$ cat config.mk
export PLATFORM = sky130hd
export DESIGN_NAME = three_level_page_table_builder_flat
export DESIGN_NICKNAME = d
export VERILOG_FILES = /design/src/design/ptb_pkg.sv /design/src/design/ptb_req_if.sv /design/src/design/ptb_ent_if.sv /design/src/design/ptb_front.sv /design/src/design/ptb_queue.sv /design/src/design/ptb_back.sv /design/src/design/three_level_page_table_builder.sv /design/src/flat_wrapper.sv
export SDC_FILE = /design/constraint.sdc
export NUM_CORES = 2
export LEC_CHECK = 0
export BUFFER_PORTS_ARGS = -buffer_cell sky130_fd_sc_hd__clkbuf_2
export CAP_MARGIN = 5
export CORE_UTILIZATION = 55
export DETAILED_ROUTE_END_ITERATION = 12
export PLACE_DENSITY = 0.74
export SYNTH_ARGS = -nofsm -noshare
export SYNTH_HDL_FRONTEND = slang
export SYNTH_SLANG_ARGS = --single-unit
$ cat constraint.sdc
create_clock -name clk -period 17.4 [get_ports clk]
set_clock_uncertainty 0.1 [all_clocks]
set_input_delay 0.87 -clock clk [delete_from_list [all_inputs] [get_ports clk]]
set_output_delay 0.87 -clock clk [all_outputs]
set_load 0.05 [all_outputs]
$ cat src/design/ptb_pkg.sv
// Shared types and constants of the three-level page table builder.
`timescale 1ns / 1ps

package ptb_pkg;

    // Counts hold up to 127, above the default entry limit (64).
    localparam int CNT_W     = 7;
    localparam int TOP_IDX_W = 25;
    localparam int LOW_IDX_W = 9;
    localparam int BLK_W     = 43;

    localparam int SHIFT_L1 = 39;
    localparam int SHIFT_L2 = 30;
    localparam int SHIFT_L3 = 21;

    localparam logic [63:0] TABLE_TYPE = 64'd3;

    localparam logic [1:0] CFG_TABLE_BASE  = 2'd0;
    localparam logic [1:0] CFG_BLOCK_FLAGS = 2'd1;
    localparam logic [1:0] CFG_TOP_ORDER   = 2'd2;

    localparam logic [11:0] BLOCK_FLAGS_RESET = 12'h781;
    localparam logic [4:0]  TOP_ORDER_RESET   = 5'd9;

    localparam logic [1:0] LEVEL_NONE  = 2'd0;
    localparam logic [1:0] LEVEL_TOP   = 2'd1;
    localparam logic [1:0] LEVEL_MID   = 2'd2;
    localparam logic [1:0] LEVEL_BLOCK = 2'd3;

    typedef struct packed {
        logic [63:0] table_base;
        logic [11:0] block_flags;
        logic [4:0]  top_order;
    } ptb_cfg_t;

    typedef struct packed {
        logic                 overflow;
        logic [TOP_IDX_W-1:0] is0;
        logic [LOW_IDX_W-1:0] is1;
        logic [LOW_IDX_W-1:0] is2;
        logic [CNT_W-1:0]     num0;
        logic [CNT_W-1:0]     num1;
        logic [CNT_W-1:0]     num2;
        logic [BLK_W-1:0]     blk;
    } ptb_desc_t;

    typedef struct packed {
        logic full;
        logic empty;
    } ptb_qstat_t;

endpackage

$ cat src/design/ptb_req_if.sv
// Request channel: virtual range and physical start of one mapping.
`timescale 1ns / 1ps

interface ptb_req_if;
    logic        valid;
    logic        ready;
    logic [63:0] virt_start;
    logic [63:0] virt_end;
    logic [63:0] phys_start;

    modport source (output valid, output virt_start, output virt_end, output phys_start,
                    input ready);
    modport sink (input valid, input virt_start, input virt_end, input phys_start,
                  output ready);
endinterface

$ cat src/design/ptb_ent_if.sv
// Entry channel: one page table entry or an overflow marker per transfer.
`timescale 1ns / 1ps

interface ptb_ent_if;
    logic        valid;
    logic        ready;
    logic [63:0] entry_address;
    logic [63:0] entry_value;
    logic [1:0]  level;
    logic        overflow;
    logic        last;

    modport source (output valid, output entry_address, output entry_value, output level,
                    output overflow, output last, input ready);
    modport sink (input valid, input entry_address, input entry_value, input level,
                  input overflow, input last, output ready);
endinterface

$ cat src/design/ptb_front.sv
// Front end: takes a request and plans index ranges and counts per level.
`timescale 1ns / 1ps

module ptb_front #(
    parameter int MAX_ENTRIES = 64
) (
    input  logic                clk,
    input  logic                rst_n,
    ptb_req_if.sink             req,
    input  logic [4:0]          top_order,
    input  ptb_pkg::ptb_qstat_t qstat,
    output logic                push,
    output ptb_pkg::ptb_desc_t  desc
);
    import ptb_pkg::*;

    localparam int TOT_W = CNT_W + 2;

    typedef enum logic [4:0] {
        F_IDLE = 5'b00001,
        F_IDX  = 5'b00010,
        F_DIF  = 5'b00100,
        F_SUM  = 5'b01000,
        F_PUSH = 5'b10000
    } front_state_t;

    front_state_t         state_reg, state_next;
    logic [1:0]           lv_reg, lv_next;
    logic                 ovf_reg, ovf_next;
    logic [63:0]          vs_reg, vs_next;
    logic [63:0]          ve_reg, ve_next;
    logic [BLK_W-1:0]     blk_reg, blk_next;
    logic [63:0]          ie_reg, ie_next;
    logic [63:0]          scale_reg, scale_next;
    logic [TOP_IDX_W-1:0] is_reg [3];
    logic [TOP_IDX_W-1:0] is_next [3];
    logic [CNT_W-1:0]     num_reg [3];
    logic [CNT_W-1:0]     num_next [3];

    logic [TOP_IDX_W-1:0] top_mask;
    logic [63:0]          is_wide;
    logic [63:0]          diff;
    logic [TOT_W-1:0]     total;
    logic                 accept;

    always_comb
    begin
        for (int b = 0; b < TOP_IDX_W; b++)
        begin
            top_mask[b] = (5'(b) < top_order);
        end
    end

    assign req.ready = (state_reg == F_IDLE);
    assign accept    = req.valid && req.ready;
    assign push      = (state_reg == F_PUSH) && !qstat.full;
    assign is_wide   = 64'(is_reg[lv_reg]);
    assign diff      = ie_reg - is_wide;
    assign total     = TOT_W'(num_reg[0]) + TOT_W'(num_reg[1]) + TOT_W'(num_reg[2]);

    always_comb
    begin
        desc.overflow = ovf_reg;
        desc.is0      = is_reg[0];
        desc.is1      = is_reg[1][LOW_IDX_W-1:0];
        desc.is2      = is_reg[2][LOW_IDX_W-1:0];
        desc.num0     = num_reg[0];
        desc.num1     = num_reg[1];
        desc.num2     = num_reg[2];
        desc.blk      = blk_reg;
    end

    always_comb
    begin
        state_next = state_reg;
        lv_next    = lv_reg;
        ovf_next   = ovf_reg;
        vs_next    = vs_reg;
        ve_next    = ve_reg;
        blk_next   = blk_reg;
        ie_next    = ie_reg;
        scale_next = scale_reg;
        is_next    = is_reg;
        num_next   = num_reg;
        case (state_reg)
            F_IDLE:
            begin
                if (accept)
                begin
                    vs_next    = req.virt_start;
                    ve_next    = req.virt_end - 64'd1;
                    blk_next   = req.phys_start[63:SHIFT_L3];
                    lv_next    = 2'd0;
                    ovf_next   = 1'b0;
                    scale_next = 64'd0;
                    state_next = F_IDX;
                end
            end
            F_IDX:
            begin
                // Below the top level, the end index is raised by the extra entries of the level above.
                case (lv_reg)
                    2'd0:
                    begin
                        is_next[0] = vs_reg[63:SHIFT_L1] & top_mask;
                        ie_next    = 64'(ve_reg[63:SHIFT_L1] & top_mask);
                    end
                    2'd1:
                    begin
                        is_next[1] = TOP_IDX_W'(vs_reg[SHIFT_L1-1:SHIFT_L2]);
                        ie_next    = 64'(ve_reg[SHIFT_L1-1:SHIFT_L2])
                                   + {scale_reg[63-LOW_IDX_W:0], {LOW_IDX_W{1'b0}}};
                    end
                    default:
                    begin
                        is_next[2] = TOP_IDX_W'(vs_reg[SHIFT_L2-1:SHIFT_L3]);
                        ie_next    = 64'(ve_reg[SHIFT_L2-1:SHIFT_L3])
                                   + {scale_reg[63-LOW_IDX_W:0], {LOW_IDX_W{1'b0}}};
                    end
                endcase
                state_next = F_DIF;
            end
            F_DIF:
            begin
                scale_next = diff;
                if (ie_reg >= is_wide)
                begin
                    num_next[lv_reg] = diff[CNT_W-1:0] + CNT_W'(1);
                end
                else
                begin
                    // Reversed range writes a single entry.
                    num_next[lv_reg] = CNT_W'(1);
                end
                if ((ie_reg >= is_wide) && (diff >= 64'(MAX_ENTRIES)))
                begin
                    ovf_next   = 1'b1;
                    state_next = F_PUSH;
                end
                else if (lv_reg == 2'd2)
                begin
                    state_next = F_SUM;
                end
                else
                begin
                    lv_next    = lv_reg + 2'd1;
                    state_next = F_IDX;
                end
            end
            F_SUM:
            begin
                if (total > TOT_W'(MAX_ENTRIES))
                begin
                    ovf_next = 1'b1;
                end
                state_next = F_PUSH;
            end
            F_PUSH:
            begin
                if (!qstat.full)
                begin
                    state_next = F_IDLE;
                end
            end
            default:
            begin
                state_next = F_IDLE;
            end
        endcase
    end

    always_ff @(posedge clk or negedge rst_n)
    begin
        if (!rst_n)
        begin
            state_reg <= F_IDLE;
            lv_reg    <= 2'd0;
            ovf_reg   <= 1'b0;
        end
        else
        begin
            state_reg <= state_next;
            lv_reg    <= lv_next;
            ovf_reg   <= ovf_next;
        end
    end

    always_ff @(posedge clk)
    begin
        vs_reg    <= vs_next;
        ve_reg    <= ve_next;
        blk_reg   <= blk_next;
        ie_reg    <= ie_next;
        scale_reg <= scale_next;
        is_reg    <= is_next;
        num_reg   <= num_next;
    end

endmodule

$ cat src/design/ptb_queue.sv
// Two-entry queue of planned requests between front and back end.
`timescale 1ns / 1ps

module ptb_queue (
    input  logic                clk,
    input  logic                rst_n,
    input  logic                push,
    input  ptb_pkg::ptb_desc_t  wdata,
    input  logic                pop,
    output ptb_pkg::ptb_desc_t  rdata,
    output ptb_pkg::ptb_qstat_t qstat
);
    import ptb_pkg::*;

    ptb_desc_t  slot_reg [2];
    logic       wr_ptr_reg, wr_ptr_next;
    logic       rd_ptr_reg, rd_ptr_next;
    logic [1:0] count_reg, count_next;

    assign rdata       = slot_reg[rd_ptr_reg];
    assign qstat.full  = (count_reg == 2'd2);
    assign qstat.empty = (count_reg == 2'd0);

    always_comb
    begin
        wr_ptr_next = push ? ~wr_ptr_reg : wr_ptr_reg;
        rd_ptr_next = pop ? ~rd_ptr_reg : rd_ptr_reg;
        count_next  = count_reg + {1'b0, push} - {1'b0, pop};
    end

    always_ff @(posedge clk or negedge rst_n)
    begin
        if (!rst_n)
        begin
            wr_ptr_reg <= 1'b0;
            rd_ptr_reg <= 1'b0;
            count_reg  <= 2'd0;
        end
        else
        begin
            wr_ptr_reg <= wr_ptr_next;
            rd_ptr_reg <= rd_ptr_next;
            count_reg  <= count_next;
        end
    end

    always_ff @(posedge clk)
    begin
        if (push)
        begin
            slot_reg[wr_ptr_reg] <= wdata;
        end
    end

endmodule

$ cat src/design/ptb_back.sv
// Back end: walks a planned request and emits its entries one per cycle while the receiver accepts them.
`timescale 1ns / 1ps

module ptb_back #(
    parameter int PAGE_BYTES = 4096
) (
    input  logic                clk,
    input  logic                rst_n,
    input  ptb_pkg::ptb_cfg_t   cfg,
    input  ptb_pkg::ptb_desc_t  desc,
    input  ptb_pkg::ptb_qstat_t qstat,
    output logic                pop,
    ptb_ent_if.source           ent
);
    import ptb_pkg::*;

    localparam logic [63:0] PAGE_STEP = 64'(PAGE_BYTES);

    typedef enum logic [1:0] {
        B_IDLE = 2'b01,
        B_RUN  = 2'b10
    } back_state_t;

    back_state_t          state_reg, state_next;
    logic [1:0]           lvl_reg, lvl_next;
    logic [CNT_W-1:0]     cnt_reg, cnt_next;
    logic                 ovf_reg, ovf_next;
    logic [63:0]          addr_reg, addr_next;
    logic [63:0]          next_reg, next_next;
    logic [63:0]          sv_reg, sv_next;
    logic [BLK_W-1:0]     blk_reg, blk_next;
    logic [LOW_IDX_W-1:0] is1_reg, is1_next;
    logic [LOW_IDX_W-1:0] is2_reg, is2_next;
    logic [CNT_W-1:0]     num1_reg, num1_next;
    logic [CNT_W-1:0]     num2_reg, num2_next;

    logic                 o_valid_reg, o_valid_next;
    logic [63:0]          o_addr_reg, o_addr_next;
    logic [63:0]          o_val_reg, o_val_next;
    logic [1:0]           o_level_reg, o_level_next;
    logic                 o_ovf_reg, o_ovf_next;
    logic                 o_last_reg, o_last_next;

    logic                 slot_free;
    logic                 level_done;

    assign ent.valid         = o_valid_reg;
    assign ent.entry_address = o_addr_reg;
    assign ent.entry_value   = o_val_reg;
    assign ent.level         = o_level_reg;
    assign ent.overflow      = o_ovf_reg;
    assign ent.last          = o_last_reg;

    assign slot_free  = !o_valid_reg || ent.ready;
    assign pop        = (state_reg == B_IDLE) && !qstat.empty;
    assign level_done = (cnt_reg == CNT_W'(1));

    always_comb
    begin
        state_next   = state_reg;
        lvl_next     = lvl_reg;
        cnt_next     = cnt_reg;
        ovf_next     = ovf_reg;
        addr_next    = addr_reg;
        next_next    = next_reg;
        sv_next      = sv_reg;
        blk_next     = blk_reg;
        is1_next     = is1_reg;
        is2_next     = is2_reg;
        num1_next    = num1_reg;
        num2_next    = num2_reg;
        o_valid_next = ent.ready ? 1'b0 : o_valid_reg;
        o_addr_next  = o_addr_reg;
        o_val_next   = o_val_reg;
        o_level_next = o_level_reg;
        o_ovf_next   = o_ovf_reg;
        o_last_next  = o_last_reg;
        case (state_reg)
            B_IDLE:
            begin
                if (pop)
                begin
                    addr_next  = cfg.table_base + {36'd0, desc.is0, 3'b000};
                    next_next  = cfg.table_base + PAGE_STEP;
                    sv_next    = cfg.table_base + PAGE_STEP;
                    lvl_next   = LEVEL_TOP;
                    cnt_next   = desc.num0;
                    ovf_next   = desc.overflow;
                    blk_next   = desc.blk;
                    is1_next   = desc.is1;
                    is2_next   = desc.is2;
                    num1_next  = desc.num1;
                    num2_next  = desc.num2;
                    state_next = B_RUN;
                end
            end
            B_RUN:
            begin
                if (slot_free)
                begin
                    o_valid_next = 1'b1;
                    if (ovf_reg)
                    begin
                        o_addr_next  = 64'd0;
                        o_val_next   = 64'd0;
                        o_level_next = LEVEL_NONE;
                        o_ovf_next   = 1'b1;
                        o_last_next  = 1'b1;
                        state_next   = B_IDLE;
                    end
                    else
                    begin
                        o_addr_next  = addr_reg;
                        o_level_next = lvl_reg;
                        o_ovf_next   = 1'b0;
                        o_last_next  = 1'b0;
                        addr_next    = addr_reg + 64'd8;
                        cnt_next     = cnt_reg - CNT_W'(1);
                        case (lvl_reg)
                            LEVEL_TOP:
                            begin
                                o_val_next = next_reg | TABLE_TYPE;
                                next_next  = next_reg + PAGE_STEP;
                                if (level_done)
                                begin
                                    // Level 2 tables start at the first page after the top table.
                                    addr_next = sv_reg + {52'd0, is1_reg, 3'b000};
                                    sv_next   = next_reg + PAGE_STEP;
                                    cnt_next  = num1_reg;
                                    lvl_next  = LEVEL_MID;
                                end
                            end
                            LEVEL_MID:
                            begin
                                o_val_next = next_reg | TABLE_TYPE;
                                next_next  = next_reg + PAGE_STEP;
                                if (level_done)
                                begin
                                    addr_next = sv_reg + {52'd0, is2_reg, 3'b000};
                                    cnt_next  = num2_reg;
                                    lvl_next  = LEVEL_BLOCK;
                                end
                            end
                            default:
                            begin
                                o_val_next  = {blk_reg, 9'd0, cfg.block_flags};
                                blk_next    = blk_reg + BLK_W'(1);
                                o_last_next = level_done;
                                if (level_done)
                                begin
                                    state_next = B_IDLE;
                                end
                            end
                        endcase
                    end
                end
            end
            default:
            begin
                state_next = B_IDLE;
            end
        endcase
    end

    always_ff @(posedge clk or negedge rst_n)
    begin
        if (!rst_n)
        begin
            state_reg   <= B_IDLE;
            o_valid_reg <= 1'b0;
            lvl_reg     <= LEVEL_NONE;
            cnt_reg     <= '0;
            ovf_reg     <= 1'b0;
        end
        else
        begin
            state_reg   <= state_next;
            o_valid_reg <= o_valid_next;
            lvl_reg     <= lvl_next;
            cnt_reg     <= cnt_next;
            ovf_reg     <= ovf_next;
        end
    end

    always_ff @(posedge clk)
    begin
        addr_reg    <= addr_next;
        next_reg    <= next_next;
        sv_reg      <= sv_next;
        blk_reg     <= blk_next;
        is1_reg     <= is1_next;
        is2_reg     <= is2_next;
        num1_reg    <= num1_next;
        num2_reg    <= num2_next;
        o_addr_reg  <= o_addr_next;
        o_val_reg   <= o_val_next;
        o_level_reg <= o_level_next;
        o_ovf_reg   <= o_ovf_next;
        o_last_reg  <= o_last_next;
    end

endmodule

$ cat src/design/three_level_page_table_builder.sv
// Three-level page table builder: request in, page table entries out.
// Channel req carries one mapping (virt_start, exclusive virt_end, phys_start).
// Channel ent returns the entries it needs, level 1 first, in index order;
// the final entry of a request has last set. A request needing more than
// MAX_ENTRIES entries yields one result with overflow and last set instead.
// Configuration: cfg_we writes cfg_data into register cfg_index (0 table_base,
// 1 block_flags, 2 top_order); write only while no request is in flight.
// Per level the front end plans in an index step and a difference step,
// then sums the counts and pushes the plan, stopping early on overflow.
// The back end loads the plan and emits n entries at one per cycle through
// its output register while the receiver accepts them. A two-entry queue
// lets planning overlap emission.
// Reset clears the control state; configuration returns to table_base 0,
// block_flags 0x781, top_order 9. A stalled receiver holds the output
// register; the back end then stops, the queue fills and req.ready drops.
`timescale 1ns / 1ps

module three_level_page_table_builder #(
    parameter int MAX_ENTRIES = 64,
    parameter int PAGE_BYTES  = 4096
) (
    input  logic        clk,
    input  logic        rst_n,
    ptb_req_if.sink     req,
    ptb_ent_if.source   ent,
    input  logic        cfg_we,
    input  logic [1:0]  cfg_index,
    input  logic [63:0] cfg_data
);
    import ptb_pkg::*;

    ptb_cfg_t   cfg_reg, cfg_next;
    ptb_desc_t  push_desc;
    ptb_desc_t  pop_desc;
    ptb_qstat_t qstat;
    logic       push;
    logic       pop;

    always_comb
    begin
        cfg_next = cfg_reg;
        if (cfg_we)
        begin
            case (cfg_index)
                CFG_TABLE_BASE:  cfg_next.table_base  = cfg_data;
                CFG_BLOCK_FLAGS: cfg_next.block_flags = cfg_data[11:0];
                CFG_TOP_ORDER:   cfg_next.top_order   = cfg_data[4:0];
                default:         cfg_next = cfg_reg;
            endcase
        end
    end

    always_ff @(posedge clk or negedge rst_n)
    begin
        if (!rst_n)
        begin
            cfg_reg.table_base  <= 64'd0;
            cfg_reg.block_flags <= BLOCK_FLAGS_RESET;
            cfg_reg.top_order   <= TOP_ORDER_RESET;
        end
        else
        begin
            cfg_reg <= cfg_next;
        end
    end

    ptb_front #(
        .MAX_ENTRIES(MAX_ENTRIES)
    ) u_front (
        .clk      (clk),
        .rst_n    (rst_n),
        .req      (req),
        .top_order(cfg_reg.top_order),
        .qstat    (qstat),
        .push     (push),
        .desc     (push_desc)
    );

    ptb_queue u_queue (
        .clk  (clk),
        .rst_n(rst_n),
        .push (push),
        .wdata(push_desc),
        .pop  (pop),
        .rdata(pop_desc),
        .qstat(qstat)
    );

    ptb_back #(
        .PAGE_BYTES(PAGE_BYTES)
    ) u_back (
        .clk  (clk),
        .rst_n(rst_n),
        .cfg  (cfg_reg),
        .desc (pop_desc),
        .qstat(qstat),
        .pop  (pop),
        .ent  (ent)
    );

`ifndef ASSERT_OFF
    a_push_not_full: assert property (@(posedge clk) disable iff (!rst_n)
        push |-> !qstat.full)
        else $error("planned request pushed into a full queue");

    a_pop_not_empty: assert property (@(posedge clk) disable iff (!rst_n)
        pop |-> !qstat.empty)
        else $error("back end popped an empty queue");

    a_queue_state: assert property (@(posedge clk) disable iff (!rst_n)
        !(qstat.full && qstat.empty))
        else $error("queue reports full and empty together");

    a_overflow_shape: assert property (@(posedge clk) disable iff (!rst_n)
        (ent.valid && ent.overflow) |-> (ent.last && (ent.level == LEVEL_NONE)))
        else $error("overflow result without last or with a level");
`endif

endmodule

$ cat src/flat_wrapper.sv
// flat-port wrapper written by rule: the top's interface ports become plain ports
module three_level_page_table_builder_flat import ptb_pkg::*;
#(
    parameter int MAX_ENTRIES = 64,
    parameter int PAGE_BYTES  = 4096
)
  (clk, rst_n, cfg_we, cfg_index, cfg_data, req_valid, req_virt_start, req_virt_end, req_phys_start, req_ready, ent_valid, ent_entry_address, ent_entry_value, ent_level, ent_overflow, ent_last, ent_ready);
  ptb_req_if req_i ();
  ptb_ent_if ent_i ();
  input  logic clk;
  input  logic rst_n;
  input  logic cfg_we;
  input  logic [1:0] cfg_index;
  input  logic [63:0] cfg_data;
  input wire logic [$bits(req_i.valid)-1:0] req_valid;
  input wire logic [$bits(req_i.virt_start)-1:0] req_virt_start;
  input wire logic [$bits(req_i.virt_end)-1:0] req_virt_end;
  input wire logic [$bits(req_i.phys_start)-1:0] req_phys_start;
  output wire logic [$bits(req_i.ready)-1:0] req_ready;
  output wire logic [$bits(ent_i.valid)-1:0] ent_valid;
  output wire logic [$bits(ent_i.entry_address)-1:0] ent_entry_address;
  output wire logic [$bits(ent_i.entry_value)-1:0] ent_entry_value;
  output wire logic [$bits(ent_i.level)-1:0] ent_level;
  output wire logic [$bits(ent_i.overflow)-1:0] ent_overflow;
  output wire logic [$bits(ent_i.last)-1:0] ent_last;
  input wire logic [$bits(ent_i.ready)-1:0] ent_ready;
  assign req_i.valid = req_valid;
  assign req_i.virt_start = req_virt_start;
  assign req_i.virt_end = req_virt_end;
  assign req_i.phys_start = req_phys_start;
  assign req_ready = req_i.ready;
  assign ent_valid = ent_i.valid;
  assign ent_entry_address = ent_i.entry_address;
  assign ent_entry_value = ent_i.entry_value;
  assign ent_level = ent_i.level;
  assign ent_overflow = ent_i.overflow;
  assign ent_last = ent_i.last;
  assign ent_i.ready = ent_ready;
  three_level_page_table_builder #(.MAX_ENTRIES(MAX_ENTRIES), .PAGE_BYTES(PAGE_BYTES)) u_core (.clk(clk), .rst_n(rst_n), .req(req_i), .ent(ent_i), .cfg_we(cfg_we), .cfg_index(cfg_index), .cfg_data(cfg_data));
endmodule
# [After elaboration in Yosys (flattened, before gate mapping)]
# Memories as Yosys holds them, arrays and structs flattened.
# Cells that the tools add are included.
[totals] regBits=859 elab_cells=241 in_bits=263 n_memories=1 out_inout_bits=134 ram_bits=216
[memory_table] memory="u_core.u_queue.slot_reg" words=2 width=108 read_ports=1 rd_clocked_by_memory_dff=0 write_ports=1 line_no="ptb_queue.sv:15" source="ptb_desc_t slot_reg [2];"
[op_classes] n_reduce_logical=37 bitwise_logic=10 eq_ne=33 n_mux=73 n_addsub=18 n_lt_le_gt_ge=30
[op_table] op="$mux W64" n=14
[op_table] op="$pmux W64 S2" n=5
[op_table] op="$mux W43" n=4
[op_table] op="$add A64 B12 Y64" n=2
[op_table] op="$add A64 B13 Y64 const B" n=2
[op_table] op="$add A9 B64 Y64" n=2
[op_table] op="$pmux W55 S2" n=1
[op_table] op="$pmux W43 S2" n=1
[op_table] op="$add A64 B28 Y64" n=1
[op_table] op="$add A64 B4 Y64 const B" n=1
[op_table] op="$ge A64 B25 Y1" n=1
[op_table] op="$ge A64 B7 Y1 const B" n=1
[op_table] op="$sub A64 B1 Y64 const B" n=1
[op_table] op="$sub A64 B25 Y64" n=1
[op_table] op="$mux W55" n=1
[op_table] op="$and A25 B25 Y25" n=2
[op_table] op="$bmux W25 S2" n=1
[op_table] op="$mux W25" n=2
[op_table] op="$lt A5 B5 Y1 const A" n=9
[op_table] op="$add A43 B1 Y43 const B" n=1
[op_table] op="$mux W7" n=6
[op_table] op="$lt A4 B5 Y1 const A" n=8
[op_table] op="$pmux W7 S2" n=2
[op_table] op="$mux W2" n=13
[op_table] op="50 further kinds" n=119

# [Depth between registers and ports, before layout]
[depth] ltp_word=9 depth_mapped=22 mapped_depth_nobuf=18

# [By module]
# A second synthesis with hierarchy kept.
[hier_totals] cells_unflattened=4327 area_unflattened_um2=52049.9
[modules_own_cells] module="ptb_back" seq_area_each_um2=12308.1 n_inst=1 area_per_inst_um2=25180.4 cells_each=2513
[modules_own_cells] module="ptb_front" seq_area_each_um2=9570.4 n_inst=1 area_per_inst_um2=15517.4 cells_each=1290
[modules_own_cells] module="ptb_queue" seq_area_each_um2=6586.3 n_inst=1 area_per_inst_um2=8015.2 cells_each=351
[modules_own_cells] module="three_level_page_table_builder" seq_area_each_um2=2035.7 n_inst=1 area_per_inst_um2=3337.0 cells_each=173

# [Worst setup path after synthesis]
# OpenSTA, ideal clock, no wires.
[synth_path] path_type="reg-to-reg" from="register u_core.u_back.state_reg[0]" to="register u_core.u_back.o_addr_reg[0] (netlist: u_core.u_back.ent.entry_address[0]), enable pin" setup_ns=0.624 path_buffers=4 t_arrival_ns=6.906 path_stages_with_launch=7 period_less_slack_ns=7.631 setup_slack_ns=9.769 t_required_ns=16.676 path_cell_list="dfstp_2 > nand2b_1 > clkbuf_1 > clkbuf_1 > clkbuf_1 > buf_1 > nor2_1"
[synth_via] elab_chain_len=2
[synth_rtl] element="from (decl)" line_no="ptb_back.sv:24" source="back_state_t state_reg, state_next;"
[synth_rtl] element="from (signal assigned)" line_no="ptb_back.sv:177" source="state_reg <= state_next;"
[synth_rtl] element="$eq A2 B2 Y1" line_no="ptb_back.sv:78" source="case (state_reg)"
[synth_rtl] element="$reduce_and A2 Y1 (no source line)"
[synth_rtl] element="to (signal assigned)" line_no="ptb_back.sv:195" source="o_addr_reg <= o_addr_next;"
[synth_rtl] element="to (decl)" line_no="ptb_back.sv:38" source="logic [63:0] o_addr_reg, o_addr_next;"
# No other way between the ends.
# A chain may end at the register's enable or synchronous reset.

# [Worst setup path in the final report]
[layout_path] from="register u_core.u_front.lv_reg[1]" to="register u_core.u_front.lv_reg[1]"
[layout_via] elab_chain_len=9 elab_cells_between_ends=16 classes_between="2 x add/sub; 2 x order compare; 3 x eq/ne; 6 x mux; 1 x bitwise; 2 x reduce/logical"
[layout_rtl] element="from (decl)" line_no="ptb_front.sv:28" source="logic [1:0] lv_reg, lv_next;"
[layout_rtl] element="from (signal assigned)" line_no="ptb_front.sv:183" source="lv_reg <= lv_next;"
[layout_rtl] element="$not A2 Y3 (implied by the code)" line_no="ptb_front.sv:57" source="assign is_wide = 64'(is_reg[lv_reg]);"
[layout_rtl] element="$bmux W25 S2" line_no="ptb_front.sv:57"
[layout_rtl] element="$mux W25 (implied by the code) (2 in a row)" line_no="ptb_front.sv:57"
[layout_rtl] element="$sub A64 B25 Y64" line_no="ptb_front.sv:58" source="assign diff = ie_reg - is_wide;"
[layout_rtl] element="$ge A64 B7 Y1" line_no="ptb_front.sv:135" source="if ((ie_reg >= is_wide) && (diff >= 64'(MAX_ENTRIES)))"
[layout_rtl] element="$logic_and A1 B1 Y1" line_no="ptb_front.sv:135"
[layout_rtl] element="$ne A2 B2 Y1 (no source line)"
[layout_rtl] element="$reduce_and A4 Y1 (no source line)"
# Several ways; a longest one is shown, not always the timed one. The select of a mux whose other input is x is not followed.

==> summary.txt <==
Timing
  – Rel. slew slack: 21.4%
  – Crit path setup slack, layout: 11.14 ns
  – Final setup viols: 0
  – Hold WS: about 0.11 ns
  – Final setup TNS: 0 ns
  – Final min period: 6.26 ns
  – Slew Viols, Final: 0
  – Final Hold Violating Endpoints: 0
  – Final Cycle Share: 36.0%
  – Fmax: 160 MHz
  – RSZ-0062 raised after global routing: no
  – Worst-Margin Slew: roughly 1.2 ns

Global route
  – Vias in the first global route: 34804
  – Largest net degree at the start of global routing: 88
  – Remaining global-route overflow: 0
  – First-pass GRT wire length: approximately 210000 um
  – Initial antenna violation count: 4
  – GRT Total Usage: 29.9%

Clock network
  – Post-CTS sizing: 0
  – Clock latency on the worst-skew pair: 0.70 ns
  – Number of setup buffers added after CTS: 0
  – CTS clk-pin slew, worst paths: around 0.060 ns
  – H-Tree Depth: 3
  – # clock sinks: 1033
  – Clock Tree Buf Depth: 3
  – Root Driver: clkbuf_16
  – CTS buffer count: 106
  – CTS tree: yes
  – Hold Buf Count CTS: 0

Critical path
  – Worst-path fanout max: 13
  – Reg2Reg Depth: 17
  – CP Capture Type: flop
  – CP required: about 18 ns
  – Reg2reg end: u_core.u_front.lv_reg[1]$_DFFE_PN0P_
  – Critical path class: flop to flop
  – Worst r2r src: u_core.u_front.lv_reg[1]$_DFFE_PN0P_
  – CP Data Arrival Time: 6.75 ns
  – Crit start category: flop
  – FF-to-FF setup slack: roughly 11 ns

Routing
  – Post-DRT Antenna Nets: 0
  – Drt wl/cell: 24.0 um
  – Routed vias: 35920
  – # DRC: 0
  – Starting DRT DRC Count: 3728
  – Vias/cell: between 6 and 7
  – First-pass DRT Iterations: 6
  – Drt total wl: 141000 um

Final layout
  – Fill cells: a little over 7000
  – Final nets: 4955
  – Fin area: 57600 sq um
  – Layout cell share with drive strength beyond 1: ~16%
  – Finished Layout Cells: 5873
  – Area grow syn2layout: 13.3%
  – Max reg flops: 216

Die
  – Io pins: 397
  – Die Ht: 306 um
  – Starting density of the core: between 50% and 60%
  – Die X-Extent: 306 um
  – Die Area: 93700 sq um
  – Core Region: 91700 sq um
  – # rows: roughly 110

Placed design
  – Pre-CTS setup slack: about 11 ns
  – Port bufs: 354
  – DPL Wire Length: 102000 um
  – Dpl cell area: 53900 sq um
  – GP Congestion: slightly below 1
  – Placed insts: 5670

Synthesis
  – Syn nets: 4634
  – Flops & latches, synth: 1033
  – Synth warnings: 0
  – Syn_area_per_cell: 11.9 sq um
  – Synth Cell Area: 50900 sq um
  – Post-synth EDFFs: 927
  – Ys async rst share: 10.3%
  – Cells after synthesis: 4271
  – Synth cell types: 78
  – Post-synth top flop: edfxtp_1
  – Post-synthesis sequential area ratio: 60.0%

Worst hold path
  – Worst Hold Class: input port to asynchronous set/reset pin

Power and ir drop
  – Power per cell area: 174 nW/um^2
  – Leakage: 20.7 nW
  – Worst VDD drop: 0.121 mV

Job
  – # Max-Cap Violations: 0

Status
  – Status: completed
[where the power goes]
group / leakage [nW] / switching (mW) / internal, mW
logic: 8.98 / 2.16 / 1.10
clock network: 1.79 / 0.995 / 1.40
registers: 9.91 / 0.655 / 3.72
total: 20.7 / 3.81 / 6.21
[Yosys cell counts (all sizes together), types with 14 or more instances]
| cell | count | area share (%) |
|---|---|---|
| a21o | 38 | 0.56 |
| a21oi | 171 | 1.7 |
| a22oi | 35 | 0.52 |
| a31oi | 25 | 0.31 |
| a32o | 16 | 0.31 |
| and2 | 78 | 0.96 |
| and3 | 85 | 1.0 |
| buf | 26 | 0.19 |
| clkbuf | 161 | 1.2 |
| dfrtp | 97 | 4.8 |
| edfxtp | 927 | 55 |
| ha | 88 | 2.2 |
| inv | 66 | 0.49 |
| mux2 | 136 | 3.0 |
| mux2i | 149 | 2.9 |
| nand2 | 433 | 3.2 |
| nand2b | 36 | 0.44 |
| nand3 | 150 | 1.5 |
| nand4 | 53 | 0.65 |
| nor2 | 321 | 2.4 |
| nor2b | 103 | 1.3 |
| nor3 | 91 | 0.90 |
| nor4 | 41 | 0.53 |
| o211ai | 14 | 0.21 |
| o21a | 14 | 0.21 |
| o21ai | 270 | 2.7 |
| o22ai | 23 | 0.28 |
| or2 | 18 | 0.22 |
| or3 | 38 | 0.48 |
| xnor2 | 206 | 3.5 |
| xor2 | 147 | 2.5 |
[final cells by class]
type	instances	area, sq um	share of cell area, %
well taps	1186	1480	2.57
clock buffers	145	3000	5.21
inverters	67	254	0.441
diodes	2	5.00	0.00868
repair buffers	400	2120	3.68
clock inverters	56	717	1.24
multi-input cells	2984	19600	33.9
flip-flops and latches	1033	30500	52.9
[layer usage]
| metal | GRT usage [%] | vias to the layer above | routed length, um |
|---|---|---|---|
| li1 | - | 16421 | - |
| met1 | 43.1 | 17703 | 61000 |
| met2 | 46.9 | 1578 | 64300 |
| met3 | 4.33 | 218 | 11200 |
| met4 | 10.0 | 0 | 4310 |
| met5 | 0 | - | 0 |
[critical path, stage by stage (launching register included)]
cell	delay, ns
dfrtp_1	0.73
nor2_1	0.27
nand2_1	0.12
o21ai_0	0.18
ha_1	0.28
fa_1	0.41
nor2b_1	0.21
o21ai_0	0.18
a21boi_0	0.22
o21ai_0	0.28
a21oi_1	0.52
nor2_1	0.16
o311ai_0	0.84
nand4b_1	0.21
nor4_1	0.40
a21oi_1	0.30
or3_4	0.42
mux2_4	0.30
[worst max-delay path by stage]
stage	slack, ns	endpoint	startpoint
2_1_floorplan	9.77	u_core.u_back.ent.entry_address[0]$_SDFFCE_PP0P_	u_core.u_back.state_reg[0]$_DFFE_PN1P_
3_3_place_gp	11.14	u_core.u_front.lv_reg[1]$_DFFE_PN0P_	u_core.u_front.lv_reg[0]$_DFFE_PN0P_
6_report	11.14	u_core.u_front.lv_reg[1]$_DFFE_PN0P_	u_core.u_front.lv_reg[1]$_DFFE_PN0P_
3_5_place_dp	11.16	u_core.u_front.lv_reg[1]$_DFFE_PN0P_	u_core.u_front.lv_reg[0]$_DFFE_PN0P_
5_1_grt	10.69	u_core.u_front.lv_reg[1]$_DFFE_PN0P_	u_core.u_front.lv_reg[0]$_DFFE_PN0P_
4_1_cts	11.12	u_core.u_front.lv_reg[1]$_DFFE_PN0P_	u_core.u_front.lv_reg[0]$_DFFE_PN0P_
[cell usage in the layout (no fill, tap or decap), types with 13 or more instances in the layout]
master	instances
a21o_1	38
a21oi_1	168
a22oi_1	35
a31oi_1	25
a32o_1	16
and2_1	77
and3_1	85
buf_4	47
clkbuf_1	21
clkbuf_16	108
clkbuf_2	353
clkbuf_8	16
clkinv_2	13
dfrtp_1	95
edfxtp_1	927
ha_1	86
inv_1	64
mux2_2	135
mux2i_1	149
nand2_1	432
nand2b_1	34
nand3_1	150
nand4_1	53
nor2_1	315
nor2b_1	102
nor3_1	91
nor4_1	40
o211ai_1	14
o21a_1	14
o21ai_0	268
o22ai_1	23
or2_2	17
or3_1	37
xnor2_1	206
xor2_1	147
[per-stage QoR]
| step | power, mW | util (%) |
|---|---|---|
| final | 10.0 | 62.9 |
| after global routing | 10.5 | 62.9 |
| after CTS | 10.0 | 62.9 |
| after detailed placement | 7.60 | 58.8 |
| after global placement | 7.54 | 58.8 |
| after floorplan | 6.49 | - |
[cell families (layout without fill, tap and decap cells)]
logic type,count (synthesis),in the layout,synth area share (%)
simple gates,1507,1507,14.5
flops,1033,1033,60.0
compound gates,739,739,8.98
xor+xnor,353,353,6.08
mux,285,285,5.95
buf+inv,254,668,1.87
fa+ha+maj,100,100,2.64
other cells,0,2,0
No activity file was read; power rests on OpenSTA's default activity.
